## config.mk

```make
export PLATFORM = sky130hd
export DESIGN_NAME = bba_find
export DESIGN_NICKNAME = d
export VERILOG_FILES = /design/src/hdl/bba_pkg.sv /design/src/hdl/bba_find.sv
export SDC_FILE = /design/constraint.sdc
export NUM_CORES = 1
export LEC_CHECK = 0
export BUFFER_PORTS_ARGS = -buffer_cell sky130_fd_sc_hd__buf_2
export CAP_MARGIN = 0
export CORE_ASPECT_RATIO = 0.75
export CORE_MARGIN = 8
export CORE_UTILIZATION = 43
export DETAILED_ROUTE_END_ITERATION = 7
export PLACE_DENSITY = 0.91
export SYNTH_ARGS = -nofsm -noshare
export SYNTH_HDL_FRONTEND = slang
export SYNTH_SLANG_ARGS = --single-unit
```

## constraint.sdc

```tcl
create_clock -name vclk -period 1.9
set_input_delay 0.095 -clock vclk [all_inputs]
set_output_delay 0.095 -clock vclk [all_outputs]
set_load 0.02 [all_outputs]
```

## src/hdl/bba_pkg.sv

```systemverilog
`default_nettype none
package bba_pkg;
	localparam int TOTAL_BLOCKS = 8192;
	localparam int BITMAP_BYTES = 1024;
	localparam int BITMAP_BITS  = BITMAP_BYTES * 8;
	localparam int WORD_W       = 64;
	localparam int ROWS         = BITMAP_BITS / WORD_W;
	localparam int ROW_W        = $clog2(ROWS);
	localparam int BIT_W        = $clog2(WORD_W);
	localparam int IDX_W        = 13;
	localparam int CNT_W        = 14;
	localparam int LIMIT_MAX    = (TOTAL_BLOCKS < BITMAP_BITS) ? TOTAL_BLOCKS : BITMAP_BITS;

	localparam logic [CNT_W-1:0] INDEX_LIMIT  = CNT_W'(LIMIT_MAX);
	localparam logic [CNT_W-1:0] USABLE_RESET = 14'd8192;

	localparam logic MODE_ALLOC = 1'b0;
	localparam logic MODE_FREE  = 1'b1;

	typedef struct packed {
		logic             full;
		logic [BIT_W-1:0] bit_pos;
	} find_t;
endpackage
`default_nettype wire

```

## src/hdl/bba_find.sv

```systemverilog
`default_nettype none
module bba_find (
	input  wire logic [bba_pkg::WORD_W-1:0] word,
	output bba_pkg::find_t                  res
);
	always_comb begin
		res.full    = &word;
		res.bit_pos = '0;
		for (int i = bba_pkg::WORD_W - 1; i >= 0; i--) begin
			if (!word[i]) begin
				res.bit_pos = bba_pkg::BIT_W'(i);
			end
		end
	end
endmodule
`default_nettype wire

```

==> results.py <==
metrics = {
    "run_status": {
        "status": "finished, final reports clean",
    },
    "layout": {
        "seq_area_um2": 0,
        "utilization": 0.6792,
        "diodes": 0,
        "layout-drive-gt1-share": 0.3333,
        "final_cell_mix": "71 x buf_2, 29 x nand2_1, 17 x nor2_1",
        "multi_input_area_um2": 747.0,
        "nets": 285,
        "seq_cells": 0,
        "fin_area_um2": 1171,
        "area_delta_synth_final_pct": 48.57,
        "fillers": 179,
        "layout_commonest_cell": "buf_2",
        "clkbuf_count": 0,
    },
    "critical_path": {
        "worst_ep_arrival_time_ns": 1.52,
        "crit_required_ns": 1.80,
        "startpoint_type": "input pin",
        "cp_max_fo": 4,
        "cp-endpoint": "res[3]",
        "cp-end-kind": "primary output",
        "cp-startpoint": "word[48]",
        "critical_path_class": "in -> out",
    },
    "global_routing": {
        "grt_remaining_overflow": 0,
        "antenna_found_initial": 0,
        "grt_usage": 0.1717,
        "grt_start_max_net_pins": 6,
        "grt_pass1_vias": 1303,
        "grt_pass1_wl_mm": 5.175,
    },
    "synthesis": {
        "synth_cells": 148,
        "ys_seq_area_frac": 0,
        "synth_top_family_by_area": "simple AND/OR/NAND/NOR gates",
        "synth-simple-area-share": 0.5492,
        "synthAdderAreaFrac": 0,
        "syn_area_per_cell_um2": 5.326,
        "yosysWarnings": 0,
        "synth_compound_area_frac": 0.3984,
        "post_synth_xor_area_fraction": 0,
        "syn-num-nets": 212,
        "syn-cell-area_um2": 788.3,
        "yosys.cell_types.count": 30,
        "synth_mux_area_frac": 0,
    },
    "sta": {
        "setup_ws_ns": 0.2845,
        "max_slew.worst_pin.slew_ns": 0.3551,
        "setup_viol": 0,
        "rsz0062_at_grt": "false",
        "hold_viol_final": 0,
        "drv_slew": 0,
        "fmax_mhz": 619.0,
        "fin_setup_tns_ns": 0,
        "period_minus_slack_ns": 1.615,
        "min_period_over_period": 0.8502,
        "relSlewSlack": 0.7572,
    },
    "place": {
        "dpl.hpwl_mm": 2.737,
        "gp_congestion": 0.9050,
        "placed_cell_area_um2": 1171,
        "pre_cts_ws_ns": 0.2797,
        "io_buffers": 71,
    },
    "power": {
        "leakage_nw": 0.5854,
        "ir_drop_v": 0.0001058,
        "p_per_area_nw_per_um2": 158.2,
        "p_total_uw": 185.3,
    },
    "detailed_routing": {
        "first_pass_iters": 4,
        "drt-wirelength-per-cell_um": 12.39,
        "antenna_left": 0,
        "drc": 0,
        "drtIter0Drc": 114,
        "wl_mm": 2.985,
        "via_count": 1377,
        "via_per_inst": 5.714,
    },
    "job": {
        "drv_cap": 0,
    },
    "clock_network": {
        "post_cts_buffers": 0,
        "hold_buffers": 0,
        "cts_resized": 0,
    },
    "floorplanning": {
        "core-area_um2": 1724,
        "dieWidth_um": 65.44,
        "rows": 13,
        "die_area_um2": 3474,
        "io_pins": 71,
        "fp.dieH_um": 53.08,
        "initial_core_util": 0.4572,
    },
    "worst_hold_path": {
        "min_path_cells": 4,
        "hold_class": "in -> out",
    },
}
[how the worst min path moves through the flow]
stage	start	end	slack, ns
finish	word[4]	res[3]	0.65
detailed placement	word[4]	res[3]	0.64
CTS	word[4]	res[3]	0.64
floorplan	word[4]	res[3]	0.38
global placement	word[4]	res[3]	0.64
global route	word[4]	res[3]	0.68
[cells by family after synthesis]
| family | after synthesis |
|---|---|
| AO/OA/AOI/OAI | 49 |
| buffers and inverters | 11 |
| AND/OR/NAND/NOR | 88 |
[cell usage after synthesis]
master      n  area share
nor3_1      5       0.032
a2111oi_0   1       0.011
o21ai_1     3       0.019
o211ai_1    1      0.0095
o21ai_0    12       0.076
a311oi_1    2       0.022
and4_1      1       0.011
nand2_1    29        0.14
a211oi_1    4       0.038
nor2_1     17       0.081
a21o_1      3       0.029
a31oi_1     4       0.032
a21boi_0    2       0.019
a311o_1     1       0.013
nand2b_1    4       0.032
o21a_1      1      0.0095
and2b_2     1       0.011
o2111ai_1   2       0.022
inv_1      11       0.052
o221ai_1    1       0.011
nor4_1      1      0.0079
a2bb2oi_1   1       0.011
o31ai_1     2       0.019
nand3_1     9       0.057
nor2b_1     2       0.016
and3_1      3       0.024
a21oi_1     9       0.057
nor3_4      1       0.021
nand4_1    14        0.11
or2_0       1      0.0079
[layer usage]
layer / part of all wire / vias up / GRT usage
met2: 0.41 / 79 / 0.2887
met4: 0 / 0 / 0
met3: 0.14 / 0 / 0.05053
met1: 0.44 / 595 / 0.2242
met5: 0 / - / 0
li1: - / 703 / -
[stage by stage]
step / hold WS, ns / instances
global route: 0.6761 / 241
finish: 0.6463 / 241
floorplan: 0.3841 / 148
CTS: 0.6401 / 241
global placement: 0.6368 / 241
detailed placement: 0.6397 / 241
[power breakdown]
| part | leakage [nW] | switching [mW] | internal [mW] |
|---|---|---|---|
| Combinational | 0.585 | 0.102 | 0.0835 |
| Sequential | 0 | 0 | 0 |
| Clock | 0 | 0 | 0 |
| Total | 0.585 | 0.102 | 0.0835 |
[critical path: stages]
cell and delay, ns:
buf_2 0.10, nand4_1 0.11, or2_0 0.25, nor2_1 0.11, o21ai_1 0.06, a311o_1 0.35
a311oi_1 0.24, buf_2 0.20
[final cells by class]
cell class | count | area share
timing repair buffer | 71 | 0.3034
tap | 22 | 0.02350
inverter | 11 | 0.03526
multi-input combinational | 137 | 0.6378
No activity file was read; power rests on OpenSTA's default activity.
