==> src/hdl/bba_ram.sv <==
`default_nettype none
module bba_ram #(
	parameter int WIDTH = 8,
	parameter int DEPTH = 16
) (
	input  wire logic                     clk,
	input  wire logic                     wr_en,
	input  wire logic [$clog2(DEPTH)-1:0] wr_addr,
	input  wire logic [WIDTH-1:0]         wr_data,
	input  wire logic                     rd_en,
	input  wire logic [$clog2(DEPTH)-1:0] rd_addr,
	output logic      [WIDTH-1:0]         rd_data
);
	logic [WIDTH-1:0] mem_q [DEPTH];

	always_ff @(posedge clk) begin
		if (wr_en) begin
			mem_q[wr_addr] <= wr_data;
		end
		if (rd_en) begin
			rd_data <= mem_q[rd_addr];
		end
	end
endmodule
`default_nettype wire

==> config.mk <==
export PLATFORM = sky130hd
export DESIGN_NAME = bba_ram
export DESIGN_NICKNAME = d
export VERILOG_FILES = /design/src/hdl/bba_ram.sv
export SDC_FILE = /design/constraint.sdc
export NUM_CORES = 1
export LEC_CHECK = 0
export BUFFER_PORTS_ARGS = -buffer_cell sky130_fd_sc_hd__buf_2
export CAP_MARGIN = 25
export CORE_MARGIN = 2
export CORE_UTILIZATION = 35
export DETAILED_ROUTE_END_ITERATION = 8
export GPL_TIMING_DRIVEN = 0
export MAX_ROUTING_LAYER = met4
export SLEW_MARGIN = 10
export SYNTH_ARGS = -nofsm -noshare
export SYNTH_HDL_FRONTEND = slang
export SYNTH_SLANG_ARGS = --single-unit
==> constraint.sdc <==
create_clock -name clk -period 2.6 [get_ports clk]
set_clock_uncertainty 0.15 [all_clocks]
set_input_delay 0.26 -clock clk [delete_from_list [all_inputs] [get_ports clk]]
set_output_delay 0.26 -clock clk [all_outputs]
set_load 0.005 [all_outputs]
==> flow_summary.toml, run 1 <==
[hold_path]
hp-class = "primary input to register"
hold_path.startpoint = "rd_en"

[finish]
drive_above_1_share_pct = 29.02
instances_no_fill = 470
nets = 293
nFillCells = 1270
seq_area_mm2 = 0.004084
area_growth_pct = 17.64
multi_input_area_mm2 = 0.001072
fin_area_mm2 = 0.006150
num_antenna_cells = 0

[routing]
vias = 2441
drt-total-wl_mm = 10.29
ant_nets = 0
firstDrtPassIters = 4
avgRoutedWirePerCell_um = 21.90
drc = 0
vias_per_cell = 5.194
drt-initial-drc-count = 194

[status]
status = "finished, final reports clean"

[sta]
slew_headroom_pct = 39.57
setup_tns_ns = 0
fin_ws_ns = 0.8242
worst_slew_pin_slew_ns = 0.9032
rsz0062_at_grt = "false"
fmax_ghz = 0.5631
slew_violations = 0
fin_crit_sh_pct = 68.30
fin_crit_ns = 1.776
setup_viol = 0
hold_viol = 0

[placement]
portBuffers = 25
postPlaceCellArea_mm2 = 0.005605
dpl.cell_count = 439
dp_hpwl_mm = 6.663
place_congestion = 0.8140
post-place-ws_ns = 0.4527

[power]
peakVddDrop_v = 0.0005340
leakagePower_nw = 2.029
p_int_mw = 3.954
seq_power_share_pct = 50.3
power.density_mw_per_mm2 = 802.5
clkPwrFrac_pct = 44.9
p_switching_mw = 0.9816
swShare_pct = 19.89
p_comb_share_pct = 4.8

[global_route]
grt_max_degree = 17
grt-ovfl-total = 0
antenna_found_initial = 0
grt_pass1_vias = 2514
grt_usage_pct = 14.22
grt_pass1_wl_mm = 15.39

[floorplan]
core_mm2 = 0.01459
num_rows = 44
fp.dieH_um = 126.2
die_area_mm2 = 0.01593
die_w_um = 126.2
ios = 27
start_util_pct = 35.83

[synthesis]
synth_area_mm2 = 0.005228
avgSynthCellArea_um2 = 22.83
yosysMostFrequentCell = "edfxtp_1"
yosysWarnings = 0
syn_inst = 229
ys_top_cells_by_area = "edfxtp_1, mux4_2, mux4_1"
ys_ff_latch = 136
ys_seq_area_share_pct = 78.12
synth_commonest_cells = "edfxtp_1, mux4_2, a22oi_1, mux4_1, nor2_1"
synth_top_area_share_pct = 78.12
synth_edf_count = 136
synth_cell_type_count = 18
synth_nets = 248
synthArstFlopShare_pct = 0
synth_flop_cell = "edfxtp_1"
synth_top_area_cell = "edfxtp_1"

[cts]
clock_path_buffers = 2
cts_tree = "yes"
cts_setup_buffers = 0
clk_latency_ns = 0.41
htreeDepth = 4
ctsResizeCount = 0
clk_pin_slew_ns = 0.05
cts.sinks = 136
hold_buffers = 0
cts-root-buf = "clkbuf_16"
cts_made_buffers = 17

[critical_path]
cp_max_fo = 1
rrSetupSlack_ns = 0.82
regToRegStartpoint = "mem_q[1][3]"
critPathBufInv = 0
worst-setup-path-type = "register to register"
path_delay_family = "multiplexers"
crit_start = "mem_q[1][3]"
worst_ep_required_time_ns = 2.60
cp_slowest_cell = "mux4_1"
cp_slowest_stage_delay_ns = 0.56
crit_chain = "mux4_1 > a22oi_1 > nand2_1"
worstPathArrival_ns = 1.78
end_kind = "register"
cp-start-kind = "register"

[flow_run]
maxCapViolations = 0
-- placed cells by master (no fill, tap or decap), types with 3 or more instances in the layout --
cell / n
nand2_1: 9
clkbuf_16: 17
nor2_1: 13
clkinv_1: 3
buf_2: 28
buf_6: 3
a22oi_1: 16
clkdlybuf4s25_2: 3
edfxtp_1: 136
clkbuf_1: 3
nor3_2: 3
mux4_1: 14
mux4_2: 18
clkinv_2: 4
-- flip-flops by register name, indices dropped and copies added, names as in the netlist --
name     flops
rd_data      8
mem_q      128
-- power by group through the flow --
stage,clock network [mW],registers [mW],logic (mW)
floorplan,0,2.53,0.125
global placement,0,2.52,0.231
detailed placement,0,2.53,0.239
CTS,2.26,2.48,0.239
global route,2.35,2.49,0.255
finish,2.22,2.48,0.236
-- per-layer routing --
| layer | GRT usage [%] | up-vias | routed length (um) |
|---|---|---|---|
| li1 | - | 1074 | - |
| met1 | 19.52 | 1280 | 4588 |
| met2 | 20.40 | 77 | 4816 |
| met3 | 3.951 | 10 | 743 |
| met4 | 5.236 | 0 | 147 |
| met5 | - | - | 0 |
-- final timing paths --
kind | end | depth (start not counted)
min reg2reg | rd_data[1] | 3
max reg2reg | rd_data[3] | 3
min | rd_data[5] | 1
max | rd_data[3] | 3
-- stage by stage --
| step | hold WS [ns] | power [mW] | utilization, % |
|---|---|---|---|
| after floorplan | 0.2089 | 2.651 | - |
| after global placement | 0.4433 | 2.755 | 38.27 |
| after detailed placement | 0.4597 | 2.766 | 38.42 |
| after CTS | 0.02895 | 4.978 | 42.15 |
| after global routing | 0.03710 | 5.088 | 42.15 |
| final | 0.03722 | 4.935 | 42.15 |
-- cell families after synthesis --
| family | count (synthesis) | share of synthesized area (%) |
|---|---|---|
| AO/OA/AOI/OAI | 16 | 2.298 |
| multiplexers | 32 | 14.79 |
| AND/OR/NAND/NOR | 35 | 3.136 |
| flip-flops | 136 | 78.12 |
| buffers and inverters | 10 | 1.651 |
-- worst reg2reg max path, cell delays in order, from the launching register on --
cell	delay, ns
edfxtp_1	0.35
mux4_1	0.56
a22oi_1	0.34
nand2_1	0.11
-- area by class of cell --
cell class	count	area share, %
tap	184	3.744
clock inverter	11	1.750
multi-input combinational	83	17.44
clock buffer	20	7.101
sequential	136	66.41
buffer	10	1.404
timing repair buffer	26	2.157
(Power assumes the default switching activity.)
==> run 2, diff against run 1 <==
==> constraint.sdc (replaced) <==
create_clock -name clk -period 1.85 [get_ports clk]
set_clock_uncertainty 0.15 [all_clocks]
set_input_delay 0.185 -clock clk [delete_from_list [all_inputs] [get_ports clk]]
set_output_delay 0.185 -clock clk [all_outputs]
set_load 0.005 [all_outputs]
==> run 2 against run 1 <==
  * Total power up 41%
  * Fmax fell by 1.2%
  * Hold slack got worse by 0.015 ns
  * Die area unchanged
  * First-iteration DRC count is 7.7% higher
  * Sequential cell count unchanged
  * Clock-buffer cell count unchanged
  * Non-clock buffer count grew 1
  * Clock power grew 41%
  * Wire length is 0.15% lower
  * Global-route usage did not move
  * Final cell count increased by 0.21%
  * Critical path type unchanged
  * Largest cell class unchanged
  * Largest power group unchanged
==> flow_summary.toml, run 2 (synthesis gave the netlist of run 1 again) <==
[status]
status = "finished, final reports clean"

[sta]
fmax_ghz = 0.5563
fin_ws_ns = 0.05239
setup_tns_ns = 0
rsz0062_at_grt = "false"
worst_slew_pin_slew_ns = 0.8949
fin_crit_sh_pct = 97.17
slew_violations = 0
setup_viol = 0
hold_slack_ns = 0.02217
hold_viol = 0
slew_headroom_pct = 40.12
fin_crit_ns = 1.798

[hold_path]
hold_path.startpoint = "wr_data[5]"
hp-class = "primary input to register"
min_to = "mem_q[14][5]"
min_path_cells = 1

[finish]
area_growth_pct = 17.83
top_regs = "mem_q x128, rd_data x8"
drive_above_1_share_pct = 28.92
final_cell_mix = "edfxtp_1, buf_2, mux4_2"
instances_no_fill = 471
top_register = "mem_q"
final_util_pct = 42.22
largest_reg_flops = 128
num_antenna_cells = 0
fin_area_mm2 = 0.006160
layout_commonest_cell = "edfxtp_1"
nets = 294

[cts]
cts_made_buffers = 17
cts.sinks = 136
cts_setup_buffers = 0
clk_pin_slew_ns = 0.06
cts-root-buf = "clkbuf_16"
htreeDepth = 4
hold_buffers = 1
clk_latency_ns = 0.41
cts_tree = "yes"
ctsResizeCount = 0
clock_path_buffers = 2

[global_route]
met3_usage_pct = 3.908
grt_pass1_wl_mm = 15.39
grt_use_met2_pct = 20.40
antenna_found_initial = 0
grt-ovfl-total = 0
grt_pass1_vias = 2514
busiest_layer = "met2"
grt_max_degree = 17
use_met1_pct = 19.55
grt_usage_pct = 14.22

[power]
leakagePower_nw = 2.033
peakVddDrop_v = 0.0007509
power.total_mw = 6.938
power.density_mw_per_mm2 = 1126

[floorplan]
core_mm2 = 0.01459
ios = 27
die_w_um = 126.2
die_area_mm2 = 0.01593
fp.dieH_um = 126.2
start_util_pct = 35.83
num_rows = 44

[critical_path]
reg2regPathDepth = 3
end_kind = "register"
crit_chain = "mux4_1 > a22oi_1 > nand2_1"
cp_slowest_stage_delay_ns = 0.53
regToRegStartpoint = "mem_q[1][0]"
worst-setup-path-type = "register to register"
rrSetupSlack_ns = 0.05
worst_ep_required_time_ns = 1.83
worstPathArrival_ns = 1.78
cp_slowest_cell = "mux4_1"
cp-start-kind = "register"
rr_endpoint = "rd_data[0]"
cp_max_fo = 1

[routing]
firstDrtPassIters = 4
drc = 0
ant_nets = 0
vias_per_cell = 5.251
vias = 2473
drt-initial-drc-count = 209
drt-total-wl_mm = 10.28
avgRoutedWirePerCell_um = 21.82

[placement]
postPlaceCellArea_mm2 = 0.005605
portBuffers = 25
dp_hpwl_mm = 6.663
dpl.cell_count = 439
place_congestion = 0.8140
post-place-ws_ns = -0.2223

[flow_run]
maxCapViolations = 0
## run 2: cell types whose count changed in the layout (fill, tap and decap cells not counted), sizes merged
cell and delta:
dlygate4sd3 +1
## run 2: worst max path at each step
| stage | startpoint | end | depth (start not counted) |
|---|---|---|---|
| 5_1_grt | mem_q[1][3] | rd_data[3] | 3 |
| 3_5_place_dp | wr_addr[2] | mem_q[3][2] | 3 |
| 3_3_place_gp | wr_addr[2] | mem_q[0][2] | 3 |
| 4_1_cts | mem_q[1][2] | rd_data[2] | 3 |
| 6_report | mem_q[1][0] | rd_data[0] | 3 |
| 2_1_floorplan | wr_addr[2] | mem_q[0][0] | 2 |
## run 2: critical path: cells and delay by family (launching register included)
kind,cells,cell delay (ns)
compound gates,1,0.32
flops,1,0.35
mux,1,0.53
simple gates,1,0.17
## run 2: cell type report
class	instances	area, um2
Fill cell	1270	8429
Buffer	10	86.33
Multi-Input combinational cell	83	1072
Clock inverter	11	107.6
Sequential cell	136	4084
Clock buffer	20	436.7
Timing Repair Buffer	27	142.6
Tap cell	184	230.2
## run 2: power breakdown
group	internal [mW]	total (mW)	switching [mW]
Clock	1.95	3.12	1.17
Sequential	3.47	3.49	0.0137
Combinational	0.135	0.334	0.199
## run 2: per-layer routing
layer | vias to the layer above | routed length, um
met5 | - | 0
met4 | 0 | 116
met3 | 12 | 705
met2 | 79 | 4839
met1 | 1310 | 4617
li1 | 1072 | -
